**src/rtl/hrhs_pkg.sv**
```systemverilog
// shared types, codes and constant tables for the http response header stripper
package hrhs_pkg;

  // parse phase
  typedef enum logic [2:0] {
    PH_STATUS = 3'd0,
    PH_NAME   = 3'd1,
    PH_CR     = 3'd2,
    PH_SKIPSP = 3'd3,
    PH_VALUE  = 3'd4,
    PH_VEND   = 3'd5,
    PH_BODY   = 3'd6,
    PH_DEAD   = 3'd7
  } phase_t;

  // result kinds
  localparam logic [1:0] KIND_NONE  = 2'd0;
  localparam logic [1:0] KIND_BODY  = 2'd1;
  localparam logic [1:0] KIND_IMAGE = 2'd2;
  localparam logic [1:0] KIND_ERROR = 2'd3;

  // configuration register indexes
  localparam int unsigned CFG_IDX_W = 1;
  localparam logic [CFG_IDX_W-1:0] CFG_DEFAULT_SLEEP = 1'd0;
  localparam logic [CFG_IDX_W-1:0] CFG_MAX_STATUS    = 1'd1;
  localparam int unsigned CFG_DATA_W = 32;

  // field widths
  localparam int unsigned SLEEP_W  = 31;
  localparam int unsigned STATUS_W = 10;
  localparam int unsigned COUNT_W  = 32;
  localparam int unsigned POS_W    = 8;

  // reset values and limits
  localparam logic [SLEEP_W-1:0]  SLEEP_RESET  = 31'd600000;
  localparam logic [STATUS_W-1:0] STATUS_RESET = 10'd302;
  localparam logic [SLEEP_W-1:0]  SLEEP_MAX    = {SLEEP_W{1'b1}};
  localparam logic [STATUS_W-1:0] STATUS_MAX   = {STATUS_W{1'b1}};
  localparam logic [POS_W-1:0]    POS_MAX      = {POS_W{1'b1}};
  localparam logic [POS_W-1:0]    PREFIX_LEN   = 8'd7;
  localparam logic [POS_W-1:0]    STATUS_OFS   = 8'd9;
  localparam logic [POS_W-1:0]    MIN_STATUS_LEN = 8'd12;
  localparam logic [POS_W-1:0]    NAME_LEN     = 8'd17;

  // character codes
  localparam logic [7:0] CH_LF    = 8'h0A;
  localparam logic [7:0] CH_CR    = 8'h0D;
  localparam logic [7:0] CH_SP    = 8'h20;
  localparam logic [7:0] CH_COLON = 8'h3A;
  localparam logic [7:0] CH_ZERO  = 8'h30;
  localparam logic [7:0] CH_NINE  = 8'h39;
  localparam logic [7:0] IMAGE_MARK = 8'h40;
  localparam logic [7:0] CONNECT_ERR = 8'h06;

  // status line prefix "HTTP/1."
  localparam logic [7:0] PROTO_PREFIX [7] = '{
    8'h48, 8'h54, 8'h54, 8'h50, 8'h2F, 8'h31, 8'h2E
  };

  // header name "Sleep-Duration-Ms"
  localparam logic [7:0] SLEEP_NAME [17] = '{
    8'h53, 8'h6C, 8'h65, 8'h65, 8'h70, 8'h2D, 8'h44, 8'h75, 8'h72,
    8'h61, 8'h74, 8'h69, 8'h6F, 8'h6E, 8'h2D, 8'h4D, 8'h73
  };

  // one input item held between stages
  typedef struct packed {
    logic [7:0] data_byte;
    logic       last_in_chunk;
  } item_t;

endpackage

```
**src/rtl/hrhs_if.sv**
```systemverilog
// valid/ready channel interfaces for input items, result items and config writes
interface hrhs_in_if;
  logic       valid;
  logic       ready;
  logic [7:0] data_byte;
  logic       last_in_chunk;

  modport source (output valid, output data_byte, output last_in_chunk, input ready);
  modport sink   (input valid, input data_byte, input last_in_chunk, output ready);
endinterface

interface hrhs_out_if;
  logic                          valid;
  logic                          ready;
  logic [1:0]                    out_kind;
  logic [7:0]                    out_byte;
  logic                          out_last;
  logic [hrhs_pkg::SLEEP_W-1:0]  sleep_ms;
  logic [hrhs_pkg::COUNT_W-1:0]  body_count;

  modport source (output valid, output out_kind, output out_byte, output out_last,
                  output sleep_ms, output body_count, input ready);
  modport sink   (input valid, input out_kind, input out_byte, input out_last,
                  input sleep_ms, input body_count, output ready);
endinterface

interface hrhs_cfg_if;
  logic                            valid;
  logic                            ready;
  logic [hrhs_pkg::CFG_IDX_W-1:0]  index;
  logic [hrhs_pkg::CFG_DATA_W-1:0] data;

  modport source (output valid, output index, output data, input ready);
  modport sink   (input valid, input index, input data, output ready);
endinterface

```
**src/rtl/hrhs_in_stage.sv**
```systemverilog
// input register holding one received item ahead of the parser
module hrhs_in_stage (
  input  logic            clk,
  input  logic            rst,
  hrhs_in_if.sink         rx,
  output logic            vld,
  output hrhs_pkg::item_t item,
  input  logic            take
);
  import hrhs_pkg::*;

  // free slot or slot drained this cycle
  assign rx.ready = !vld || take;

  // valid flag
  always_ff @(posedge clk) begin
    if (rst) begin
      vld <= 1'b0;
    end else if (rx.valid && rx.ready) begin
      vld <= 1'b1;
    end else if (take) begin
      vld <= 1'b0;
    end
  end

  // payload
  always_ff @(posedge clk) begin
    if (rx.valid && rx.ready) begin
      item.data_byte     <= rx.data_byte;
      item.last_in_chunk <= rx.last_in_chunk;
    end
  end

endmodule

```
**src/rtl/hrhs_parser.sv**
```systemverilog
// parse state, per-byte step logic and result register
module hrhs_parser (
  input  logic            clk,
  input  logic            rst,
  input  logic            in_vld,
  input  hrhs_pkg::item_t item,
  output logic            take,
  hrhs_cfg_if.sink        cfg,
  hrhs_out_if.source      tx
);
  import hrhs_pkg::*;

  typedef struct packed {
    phase_t           phase;
    logic [POS_W-1:0] pos;
    logic             match;
  } name_res_t;

  phase_t               phase, phase_next;
  logic [POS_W-1:0]     line_pos, line_pos_next;
  logic                 prefix_ok, prefix_ok_next;
  logic [STATUS_W-1:0]  status_acc, status_acc_next;
  logic                 digits_done, digits_done_next;
  logic                 name_match, name_match_next;
  logic [SLEEP_W-1:0]   value_acc, value_acc_next;
  logic [SLEEP_W-1:0]   sleep_value, sleep_value_next;
  logic [COUNT_W-1:0]   sent_count, sent_count_next;
  logic [STATUS_W-1:0]  max_status;

  logic [7:0]           b;
  logic                 is_dig;
  logic [3:0]           dig;
  logic [13:0]          status_x10;
  logic [34:0]          value_x10;
  logic [STATUS_W-1:0]  status_sat;
  logic [SLEEP_W-1:0]   value_sat;
  logic                 status_fail;
  logic [1:0]           kind;
  logic [7:0]           obyte;
  name_res_t            nr_line, nr_cr;

  // one header-name byte
  function automatic name_res_t name_step(input logic [POS_W-1:0] pos,
                                          input logic match, input logic [7:0] c);
    name_res_t r;
    r.phase = PH_NAME;
    r.pos   = pos;
    r.match = match;
    if (c == CH_COLON) begin
      r.match = match && (pos == NAME_LEN);
      r.phase = PH_SKIPSP;
    end else begin
      if (pos >= NAME_LEN) begin
        r.match = 1'b0;
      end else if (c != SLEEP_NAME[pos[4:0]]) begin
        r.match = 1'b0;
      end
      if (pos != POS_MAX) r.pos = pos + 1'b1;
    end
    return r;
  endfunction

  assign take = in_vld && (!tx.valid || tx.ready);
  assign cfg.ready = 1'b1;
  assign b = item.data_byte;

  // digit decode and saturating times-ten accumulators
  assign is_dig     = (b >= CH_ZERO) && (b <= CH_NINE);
  assign dig        = b[3:0];
  assign status_x10 = ({4'b0, status_acc} << 3) + ({4'b0, status_acc} << 1) + 14'(dig);
  assign status_sat = (status_x10 > 14'(STATUS_MAX)) ? STATUS_MAX : status_x10[STATUS_W-1:0];
  assign value_x10  = ({4'b0, value_acc} << 3) + ({4'b0, value_acc} << 1) + 35'(dig);
  assign value_sat  = (value_x10 > 35'(SLEEP_MAX)) ? SLEEP_MAX : value_x10[SLEEP_W-1:0];
  assign status_fail = !prefix_ok || (line_pos < MIN_STATUS_LEN) || (status_acc > max_status);
  assign nr_line = name_step(line_pos, name_match, b);
  assign nr_cr   = name_step(8'd1, 1'b0, b);

  // next parse state
  always_comb begin
    phase_next       = phase;
    line_pos_next    = line_pos;
    prefix_ok_next   = prefix_ok;
    status_acc_next  = status_acc;
    digits_done_next = digits_done;
    name_match_next  = name_match;
    value_acc_next   = value_acc;
    sleep_value_next = sleep_value;
    sent_count_next  = sent_count;
    unique case (phase)
      PH_STATUS: begin
        if (b == CH_LF) begin
          if (status_fail) begin
            phase_next = PH_DEAD;
          end else begin
            phase_next      = PH_NAME;
            line_pos_next   = '0;
            name_match_next = 1'b1;
            value_acc_next  = '0;
          end
        end else begin
          if (line_pos < PREFIX_LEN && b != PROTO_PREFIX[line_pos[2:0]]) begin
            prefix_ok_next = 1'b0;
          end
          if (line_pos >= STATUS_OFS && !digits_done) begin
            if (is_dig) status_acc_next = status_sat;
            else digits_done_next = 1'b1;
          end
          if (line_pos != POS_MAX) line_pos_next = line_pos + 1'b1;
        end
      end
      PH_NAME: begin
        if (line_pos == '0 && b == CH_CR) begin
          phase_next = PH_CR;
        end else begin
          phase_next      = nr_line.phase;
          line_pos_next   = nr_line.pos;
          name_match_next = nr_line.match;
        end
      end
      PH_CR: begin
        if (b == CH_LF) begin
          phase_next = PH_BODY;
        end else begin
          phase_next      = nr_cr.phase;
          line_pos_next   = nr_cr.pos;
          name_match_next = nr_cr.match;
        end
      end
      PH_SKIPSP, PH_VALUE, PH_VEND: begin
        if (phase == PH_SKIPSP && b == CH_SP) begin
          phase_next = phase;
        end else if (b == CH_LF) begin
          if (name_match) sleep_value_next = value_acc;
          phase_next      = PH_NAME;
          line_pos_next   = '0;
          name_match_next = 1'b1;
          value_acc_next  = '0;
        end else if (phase != PH_VEND && is_dig) begin
          phase_next     = PH_VALUE;
          value_acc_next = value_sat;
        end else begin
          phase_next = PH_VEND;
        end
      end
      PH_BODY: begin
        sent_count_next = sent_count + 1'b1;
      end
      PH_DEAD: begin
        phase_next = PH_DEAD;
      end
      default: begin
        phase_next = PH_DEAD;
      end
    endcase
  end

  // result for this byte
  always_comb begin
    kind  = KIND_NONE;
    obyte = 8'h00;
    unique case (phase)
      PH_STATUS: begin
        if (b == CH_LF && status_fail) begin
          kind  = KIND_ERROR;
          obyte = CONNECT_ERR;
        end
      end
      PH_CR: begin
        if (b == CH_LF) begin
          kind  = KIND_IMAGE;
          obyte = IMAGE_MARK;
        end
      end
      PH_BODY: begin
        kind  = KIND_BODY;
        obyte = b;
      end
      default: begin
        kind  = KIND_NONE;
        obyte = 8'h00;
      end
    endcase
  end

  // control state
  always_ff @(posedge clk) begin
    if (rst) begin
      phase       <= PH_STATUS;
      line_pos    <= '0;
      prefix_ok   <= 1'b1;
      status_acc  <= '0;
      digits_done <= 1'b0;
      name_match  <= 1'b1;
      value_acc   <= '0;
      sleep_value <= SLEEP_RESET;
      sent_count  <= '0;
      max_status  <= STATUS_RESET;
    end else begin
      if (take) begin
        phase       <= phase_next;
        line_pos    <= line_pos_next;
        prefix_ok   <= prefix_ok_next;
        status_acc  <= status_acc_next;
        digits_done <= digits_done_next;
        name_match  <= name_match_next;
        value_acc   <= value_acc_next;
        sleep_value <= sleep_value_next;
        sent_count  <= sent_count_next;
      end
      // the user must make register writes only while idle; the block itself does not enforce it
      if (cfg.valid && cfg.ready) begin
        if (cfg.index == CFG_DEFAULT_SLEEP) sleep_value <= cfg.data[SLEEP_W-1:0];
        if (cfg.index == CFG_MAX_STATUS) max_status <= cfg.data[STATUS_W-1:0];
      end
    end
  end

  // result valid
  always_ff @(posedge clk) begin
    if (rst) begin
      tx.valid <= 1'b0;
    end else if (take) begin
      tx.valid <= 1'b1;
    end else if (tx.ready) begin
      tx.valid <= 1'b0;
    end
  end

  // result payload
  always_ff @(posedge clk) begin
    if (take) begin
      tx.out_kind   <= kind;
      tx.out_byte   <= obyte;
      tx.out_last   <= item.last_in_chunk;
      tx.sleep_ms   <= sleep_value_next;
      tx.body_count <= sent_count_next;
    end
  end

endmodule

```
**src/rtl/http_response_header_stripper.sv**
```systemverilog
// an accepted byte passes through the input register, then its result item is held in the result register
// throughput: one byte per cycle while the result channel is not stalled by tx.ready
// the input register and the result register each hold one item
// reset (rst, synchronous): status-line parse, sleep duration 600000, status limit 302
// body byte count cleared; no clearing pass, items are accepted right after reset
module http_response_header_stripper (
  input  logic       clk,
  input  logic       rst,
  hrhs_in_if.sink    rx,
  hrhs_cfg_if.sink   cfg,
  hrhs_out_if.source tx
);
  import hrhs_pkg::*;

  logic  stage_vld;
  item_t stage_item;
  logic  stage_take;

  // input register
  hrhs_in_stage u_in_stage (
    .clk  (clk),
    .rst  (rst),
    .rx   (rx),
    .vld  (stage_vld),
    .item (stage_item),
    .take (stage_take)
  );

  // parser and result register
  hrhs_parser u_parser (
    .clk    (clk),
    .rst    (rst),
    .in_vld (stage_vld),
    .item   (stage_item),
    .take   (stage_take),
    .cfg    (cfg),
    .tx     (tx)
  );

endmodule

```
**src/flat_wrapper.sv**
```systemverilog
// flat-port wrapper written by rule: the top's interface ports become plain ports
module http_response_header_stripper_flat import hrhs_pkg::*;
  (clk, rst, rx_valid, rx_data_byte, rx_last_in_chunk, rx_ready, cfg_valid, cfg_index, cfg_data, cfg_ready, tx_valid, tx_out_kind, tx_out_byte, tx_out_last, tx_sleep_ms, tx_body_count, tx_ready);
  hrhs_in_if rx_i ();
  hrhs_cfg_if cfg_i ();
  hrhs_out_if tx_i ();
  input  logic clk;
  input  logic rst;
  input wire logic [$bits(rx_i.valid)-1:0] rx_valid;
  input wire logic [$bits(rx_i.data_byte)-1:0] rx_data_byte;
  input wire logic [$bits(rx_i.last_in_chunk)-1:0] rx_last_in_chunk;
  output wire logic [$bits(rx_i.ready)-1:0] rx_ready;
  input wire logic [$bits(cfg_i.valid)-1:0] cfg_valid;
  input wire logic [$bits(cfg_i.index)-1:0] cfg_index;
  input wire logic [$bits(cfg_i.data)-1:0] cfg_data;
  output wire logic [$bits(cfg_i.ready)-1:0] cfg_ready;
  output wire logic [$bits(tx_i.valid)-1:0] tx_valid;
  output wire logic [$bits(tx_i.out_kind)-1:0] tx_out_kind;
  output wire logic [$bits(tx_i.out_byte)-1:0] tx_out_byte;
  output wire logic [$bits(tx_i.out_last)-1:0] tx_out_last;
  output wire logic [$bits(tx_i.sleep_ms)-1:0] tx_sleep_ms;
  output wire logic [$bits(tx_i.body_count)-1:0] tx_body_count;
  input wire logic [$bits(tx_i.ready)-1:0] tx_ready;
  assign rx_i.valid = rx_valid;
  assign rx_i.data_byte = rx_data_byte;
  assign rx_i.last_in_chunk = rx_last_in_chunk;
  assign rx_ready = rx_i.ready;
  assign cfg_i.valid = cfg_valid;
  assign cfg_i.index = cfg_index;
  assign cfg_i.data = cfg_data;
  assign cfg_ready = cfg_i.ready;
  assign tx_valid = tx_i.valid;
  assign tx_out_kind = tx_i.out_kind;
  assign tx_out_byte = tx_i.out_byte;
  assign tx_out_last = tx_i.out_last;
  assign tx_sleep_ms = tx_i.sleep_ms;
  assign tx_body_count = tx_i.body_count;
  assign tx_i.ready = tx_ready;
  http_response_header_stripper u_core (.clk(clk), .rst(rst), .rx(rx_i), .cfg(cfg_i), .tx(tx_i));
endmodule
```
**config.mk**
```make
export PLATFORM = sky130hd
export DESIGN_NAME = http_response_header_stripper_flat
export DESIGN_NICKNAME = d
export VERILOG_FILES = /design/src/rtl/hrhs_pkg.sv /design/src/rtl/hrhs_if.sv /design/src/rtl/hrhs_in_stage.sv /design/src/rtl/hrhs_parser.sv /design/src/rtl/http_response_header_stripper.sv /design/src/flat_wrapper.sv
export SDC_FILE = /design/constraint.sdc
export NUM_CORES = 1
export LEC_CHECK = 0
export ABC_AREA = 1
export BUFFER_PORTS_ARGS = -buffer_cell sky130_fd_sc_hd__buf_2
export CAP_MARGIN = 30
export CORE_ASPECT_RATIO = 1.2
export CORE_UTILIZATION = 55
export DETAILED_ROUTE_END_ITERATION = 10
export PLACE_DENSITY = 0.71
export RECOVER_POWER = 100
export SLEW_MARGIN = 20
export SYNTH_ARGS = -nofsm -noshare
export SYNTH_HDL_FRONTEND = slang
export SYNTH_HIERARCHICAL = 1
export SYNTH_SLANG_ARGS = --single-unit
```
**constraint.sdc**
```tcl
create_clock -name clk -period 8.95 [get_ports clk]
set_input_delay 1.3425 -clock clk [delete_from_list [all_inputs] [get_ports clk]]
set_output_delay 1.3425 -clock clk [all_outputs]
set_load 0.03 [all_outputs]
```
# Word level (Yosys, flattened, before mapping)
# Memory sizes are Yosys's and may differ from the RTL's.
# Index checks and enable logic that the tools add are counted.
[totals]
register_bits = 213
latchBits = 0
mem_bits_rw = 0
mem_bits_ro = 320
output_inout_bits = 77
word_cells = 161
n_memories = 2
[op_classes]
n_addsub = 6
mul = 0
div_mod_pow = 0
order_cmp = 11
eq_ne = 26
shifts = 0
n_mux = 59
bitwise_logic = 4
reduce_logical = 34
[memory_table]
columns = ["memory", "words", "word_bits", "read_ports", "rd_clocked_by_memory_dff", "wr", "line_no", "text"]
rows = [
  ["(no name shown)", 32, 8, 1, 0, 0, "hrhs_parser.sv:55", "end else if (c != SLEEP_NAME[pos[4:0]]) begin"],
  ["(no name shown)", 8, 8, 1, 0, 0, "hrhs_parser.sv:101", "if (line_pos < PREFIX_LEN && b != PROTO_PREFIX[line_pos[2:0]]) begin"],
]
[op_table]
columns = ["op", "count"]
rows = [
  ["31-bit 2-to-1 mux", 13],
  ["8-bit 2-to-1 mux", 12],
  ["31-bit case mux with 2 select lines", 1],
  ["34-bit by 32-bit adder with 35-bit output", 1],
  ["35-bit by 4-bit adder with 35-bit output", 1],
  ["35-bit by 31-bit > comparator with 1-bit output, second input constant", 1],
  ["32-bit by 1-bit adder with 32-bit output, second input constant", 1],
  ["32-bit 2-to-1 mux", 1],
  ["8-bit case mux with 4 select lines", 1],
  ["8-bit case mux with 3 select lines", 1],
  ["3-bit 2-to-1 mux", 7],
  ["8-bit by 4-bit equality test with 1-bit output, second input constant", 2],
  ["8-bit by 6-bit equality test with 1-bit output, second input constant", 2],
  ["8-bit inequality test", 2],
  ["3-bit case mux with 5 select lines", 1],
  ["13-bit by 11-bit adder with 14-bit output", 1],
  ["14-bit by 4-bit adder with 14-bit output", 1],
  ["14-bit by 10-bit > comparator with 1-bit output, second input constant", 1],
  ["1-bit 2-to-1 mux", 14],
  ["2-bit inequality test, second input constant", 7],
  ["3-bit equality test, second input constant", 4],
  ["10-bit > comparator", 1],
  ["1-bit logical AND", 10],
  ["10-bit 2-to-1 mux", 1],
  ["36 further kinds", 53],
]

# Logic depth before layout (Yosys ltp)
[logic_depth]
ltp_word = 10
ltp_mapped = 19
ltp_nobuf = 18

# Cells and area by module
# The synthesis kept the hierarchy.
[by_module_without_submodules]
columns = ["module", "instances", "cells_each", "area_per_inst_um2", "seq_area_each_um2"]
rows = [
  ["hrhs_parser", 1, 1771, 13102.6, 4804.6],
  ["hrhs_in_stage", 1, 15, 317.8, 290.3],
]

# Worst setup path before layout
# Ideal clock, no wire load.
[synth_timing]
path_kind = "in2out"
from = "in tx_ready"
to = "out rx_ready"
arrival_ns = 4.285
t_required_ns = 7.607
path_slack_ns = 3.323
path_stages = 7
cell_sequence = "inv_1 > nand2_1 > nand2_1 > inv_2 > clkbuf_1 > inv_2 > nand2_2"
[synth_between]
elab_chain_len = 3
[synth_lines]
columns = ["element", "line_no", "text"]
rows = [
  ["start, declared", "flat_wrapper.sv:23", "input wire logic [$bits(tx_i.ready)-1:0] tx_ready;"],
  ["1-bit logical OR", "hrhs_parser.sv:63", "assign take = in_vld && (!tx.valid || tx.ready);"],
  ["1-bit logical AND", "hrhs_parser.sv:63", ""],
  ["net u_core.stage_take", "http_response_header_stripper.sv:17", "logic stage_take;"],
  ["1-bit logical OR", "hrhs_in_stage.sv:13", "assign rx.ready = !vld || take;"],
  ["end, declared", "flat_wrapper.sv:12", "output wire logic [$bits(rx_i.ready)-1:0] rx_ready;"],
]
# The timed path passes the listed nets, and every way through them passes these cells.

# Worst setup path in the final report
[layout_timing]
from = "in tx_ready"
to = "reg u_core.u_parser.sleep_value[23]"
[layout_between]
elab_chain_len = 5
[layout_lines]
columns = ["element", "line_no", "text"]
rows = [
  ["1-bit logical OR *", "hrhs_parser.sv:63", ""],
  ["1-bit logical AND *", "hrhs_parser.sv:63", ""],
  ["net u_core.stage_take", "http_response_header_stripper.sv:17", ""],
  ["31-bit 2-to-1 mux *", "hrhs_parser.sv:199", "if (take) begin"],
  ["31-bit 2-to-1 mux", "hrhs_parser.sv:212", "if (cfg.index == CFG_DEFAULT_SLEEP) sleep_value <= cfg.data[SLEEP_W-1:0];"],
  ["31-bit 2-to-1 mux *", "hrhs_parser.sv:211", "if (cfg.valid && cfg.ready) begin"],
  ["end signal, assigned", "hrhs_parser.sv:207", "sleep_value <= sleep_value_next;"],
  ["end signal, assigned", "hrhs_parser.sv:212", ""],
  ["end, declared", "hrhs_parser.sv:26", "logic [SLEEP_W-1:0] sleep_value, sleep_value_next;"],
]
# Mark *: on every way through the listed nets, which the timed path passes. The rest lies on a longest branch.
# A chain may end at the register's enable or synchronous reset.

==> results.md <==
- Worst setup path start: tx_ready
- FF-to-FF setup slack: between 3 and 4 ns
- CTS tree: done
- Via count: ~12,000
- #FFs+latches synth: 213
- Core box area: 0.0240 mm2
- CTS buffer count: 24
- Fin Clk Skew: 0.0242 ns
- Worst r2r src: u_core/u_parser/tx.valid$_SDFFE_PP0P_
- Root buf cell: clkbuf_16
- CP arrival: 6.20 ns
- Final nets: 2,034
- Routed WL: 34,500 um
- Asr flop ratio synth: 0%
- All-layer global routing usage: roughly 28%
- Max-cap violations: 7
- Worst r2r dst: u_core/u_parser/sleep_value[23]$_SDFF_PP0_
- Layout overhead on the synthesized area: 9.97%
- Clk buf depth: 3
- Wire length of the first global-routing pass: 56,200 um
- Register area share after synthesis: 38.0%
- Final number of hold-violating endpoints: 0
- Reg clk slew, reported paths: roughly 0.060 ns
- CTS sink count: 213
- Initial antenna violation count: 0
- Setup TNS after final layout: 0 ns
- Post-route ant nets: 0
- Slew headroom: -136%
- Top FF cell, synth: dfxtp_1
- Avg Inst Size Synth: 7.51 um2
- Resized cells post-CTS: 0
- Slowest cell delay on critical path: around 2.6 ns
- CP required: 9.42 ns
- Crit-path slowest cell: clkbuf_1
- DRC violations left: 0
- Top cell type's share of synthesized area: between 10% and 20%
- CP Capture Type: flip-flop
- Period Utilization, post-route: 64.1%
- Layout cells sized above 1: around 6.6%
- I/O Buffers: 121
- Top post-synthesis cells by area: dfxtp_1, edfxtp_1, nand2_1
- Hold-fix buffers at CTS: 0
- Leakage: 7.09 nW
- Cell variety after synth: between 50 and 60
- Fin cells: between 2,000 and 2,500
- Most frequent cell on the critical path: nand2_1
- Post-synth top area cell: dfxtp_1
- Worst IR Drop VDD: between 100 and 150 uV
- Vias in the first global route: 11,700
- Final worst path period need: 5.73 ns
- ANT cells: 0
- CP Class: in -> reg
- Routability congestion estimate: between 0.9 and 1
- Post-DP HPWL: 24,800 um
- Critical Path, Cell by Cell: buf_2, inv_1, nand2_1, nand2_1, clkinvlp_2, clkbuf_1, nand2_1, o211ai_1, o211ai_1, inv_1
- Die X: 145 um
- DR WL/cell: 15.5 um
- Total die area: 0.0250 mm2
- Vias per inst: ~5.4
- Commonest cells post-synth: nand2_1, inv_1, a21oi_1
- Failing checks: max-capacitance violations, max-slew violations
- Peak Freq: 0.174 GHz
- Site row count: 62
- WHS: 0.435 ns
- Io pins: 124
- Post-synthesis net count: ~1,900
- Starting DRT DRC Count: 799
- Post-CTS Setup Inserts: 0
- Worst-Skew Late Latency: 0.53 ns
- Synth warnings: 6
- Count leader, synth: nand2_1
- Worst Reg-to-Reg Cells: 8
- Max-slew violations: 306
- Hold Path Class: reg -> reg
- Crit Path Max Fanout: about 70
- H-tree depth: 1
- RSZ-0062 raised after global routing: false
- Mapped Area: 0.0134 mm2
- Least-Margin Pin Slew: 3.54 ns
- Final setup violation count: 0
- Crit start category: input pin
- Pwr Total: 2.35 mW
- Initial Util: 56.0%
- Status: complete, but fails checks
- Largest net degree at the start of global routing: 88
- First drt pass iteration count: 5
- CP endpoint: u_core/u_parser/sleep_value[23]$_SDFF_PP0_
- Power density over the cells: 159 mW/mm2
- Syn Inst Count: 1,786
- Placed cells: roughly 2,200
- EDFF count, synth: 83
- Global route overflow: 0
- Die Y: roughly 170 um
how the worst min path moves through the flow:
stage	depth (start not counted)	end	start	slack (ns)
2_1_floorplan	0	u_core/u_parser/tx.out_last$_DFFE_PP_	u_core/u_in_stage/item[0]$_DFFE_PP_	0.40
3_3_place_gp	0	u_core/u_parser/tx.out_last$_DFFE_PP_	u_core/u_in_stage/item[0]$_DFFE_PP_	0.40
3_5_place_dp	0	u_core/u_parser/tx.out_last$_DFFE_PP_	u_core/u_in_stage/item[0]$_DFFE_PP_	0.42
4_1_cts	0	u_core/u_parser/tx.out_last$_DFFE_PP_	u_core/u_in_stage/item[0]$_DFFE_PP_	0.44
5_1_grt	0	u_core/u_parser/tx.out_last$_DFFE_PP_	u_core/u_in_stage/item[0]$_DFFE_PP_	0.45
6_report	0	u_core/u_parser/tx.out_last$_DFFE_PP_	u_core/u_in_stage/item[0]$_DFFE_PP_	0.43
final cells by class:
class                           count  area, um2
Inverter                          263        991
Multi-Input combinational cell   1252       6910
Tap cell                          320        400
Clock buffer                       34        678
Clock inverter                     10        119
Timing Repair Buffer              131        563
Sequential cell                   213       5090
Fill cell                        2287       9210
registers in the layout, summed over array words and instances (netlist names):
signal	cells
u_core/u_parser/value_acc	31
u_core/u_parser/digits_done	1
u_core/u_in_stage/item	9
u_core/u_parser/sent_count	32
u_core/u_parser/tx.sleep_ms	31
u_core/u_parser/name_match	1
u_core/u_parser/tx.out_kind	2
u_core/u_in_stage/vld	1
u_core/u_parser/phase	3
u_core/u_parser/max_status	10
u_core/u_parser/prefix_ok	1
u_core/u_parser/tx.body_count	32
u_core/u_parser/line_pos	8
u_core/u_parser/tx.valid	1
u_core/u_parser/tx.out_byte	8
u_core/u_parser/sleep_value	31
u_core/u_parser/status_acc	10
u_core/u_parser/tx.out_last	1
worst max-delay path: cells and delay by family:
family / cells / cell delay (ns)
AND/OR/NAND/NOR: 3 / 0.36
buffers and inverters: 5 / 4.11
AO/OA/AOI/OAI: 2 / 0.36
report_power, final:
group / total, mW / internal, mW / switching (mW)
combinational: 0.256 / 0.0724 / 0.184
clock: 0.994 / 0.587 / 0.407
sequential: 1.10 / 1.07 / 0.0327
total: 2.35 / 1.73 / 0.623
layer usage:
layer	track usage, %	up-vias	wire, um
met5	0	-	0
met4	9.87	0	954
met3	3.05	57	1650
met2	49.2	309	16900
met1	35.2	5572	15000
li1	-	6049	-
cell usage in the layout, fill, tap and decap left out, types with 18 or more instances in the layout:
cell	n
buf_2	45
clkbuf_1	88
o21ai_0	99
nor3_1	30
clkbuf_16	24
xnor2_1	18
xor2_1	44
edfxtp_1	83
ha_1	98
dfxtp_1	130
nor2_1	156
nand2_1	411
a21oi_1	182
nand3_1	99
inv_1	253
metrics by stage:
stage               util, %  area [um2]  setup slack [ns]
finish                 61.6       14800              3.22
global route           61.6       14800              2.63
CTS                    62.6       15000              5.10
detailed placement     59.3       14200              5.02
global placement       59.3       14200              5.09
floorplan                 -       13400              3.32
cell families (layout without fill, tap and decap cells):
| kind of cell | count (synthesis) | in the layout | share of synthesized area (%) |
|---|---|---|---|
| AO/OA/AOI/OAI | 328 | 328 | 13.2 |
| XOR/XNOR | 62 | 62 | 4.05 |
| adder cells (fa/ha/maj) | 102 | 102 | 9.73 |
| buffers and inverters | 321 | 438 | 9.57 |
| flip-flops | 213 | 213 | 38.0 |
| multiplexers | 14 | 14 | 1.17 |
| other | 1 | 1 | 0.0279 |
| AND/OR/NAND/NOR | 745 | 745 | 24.3 |
Note: power is estimated with default switching activity, not from simulation.
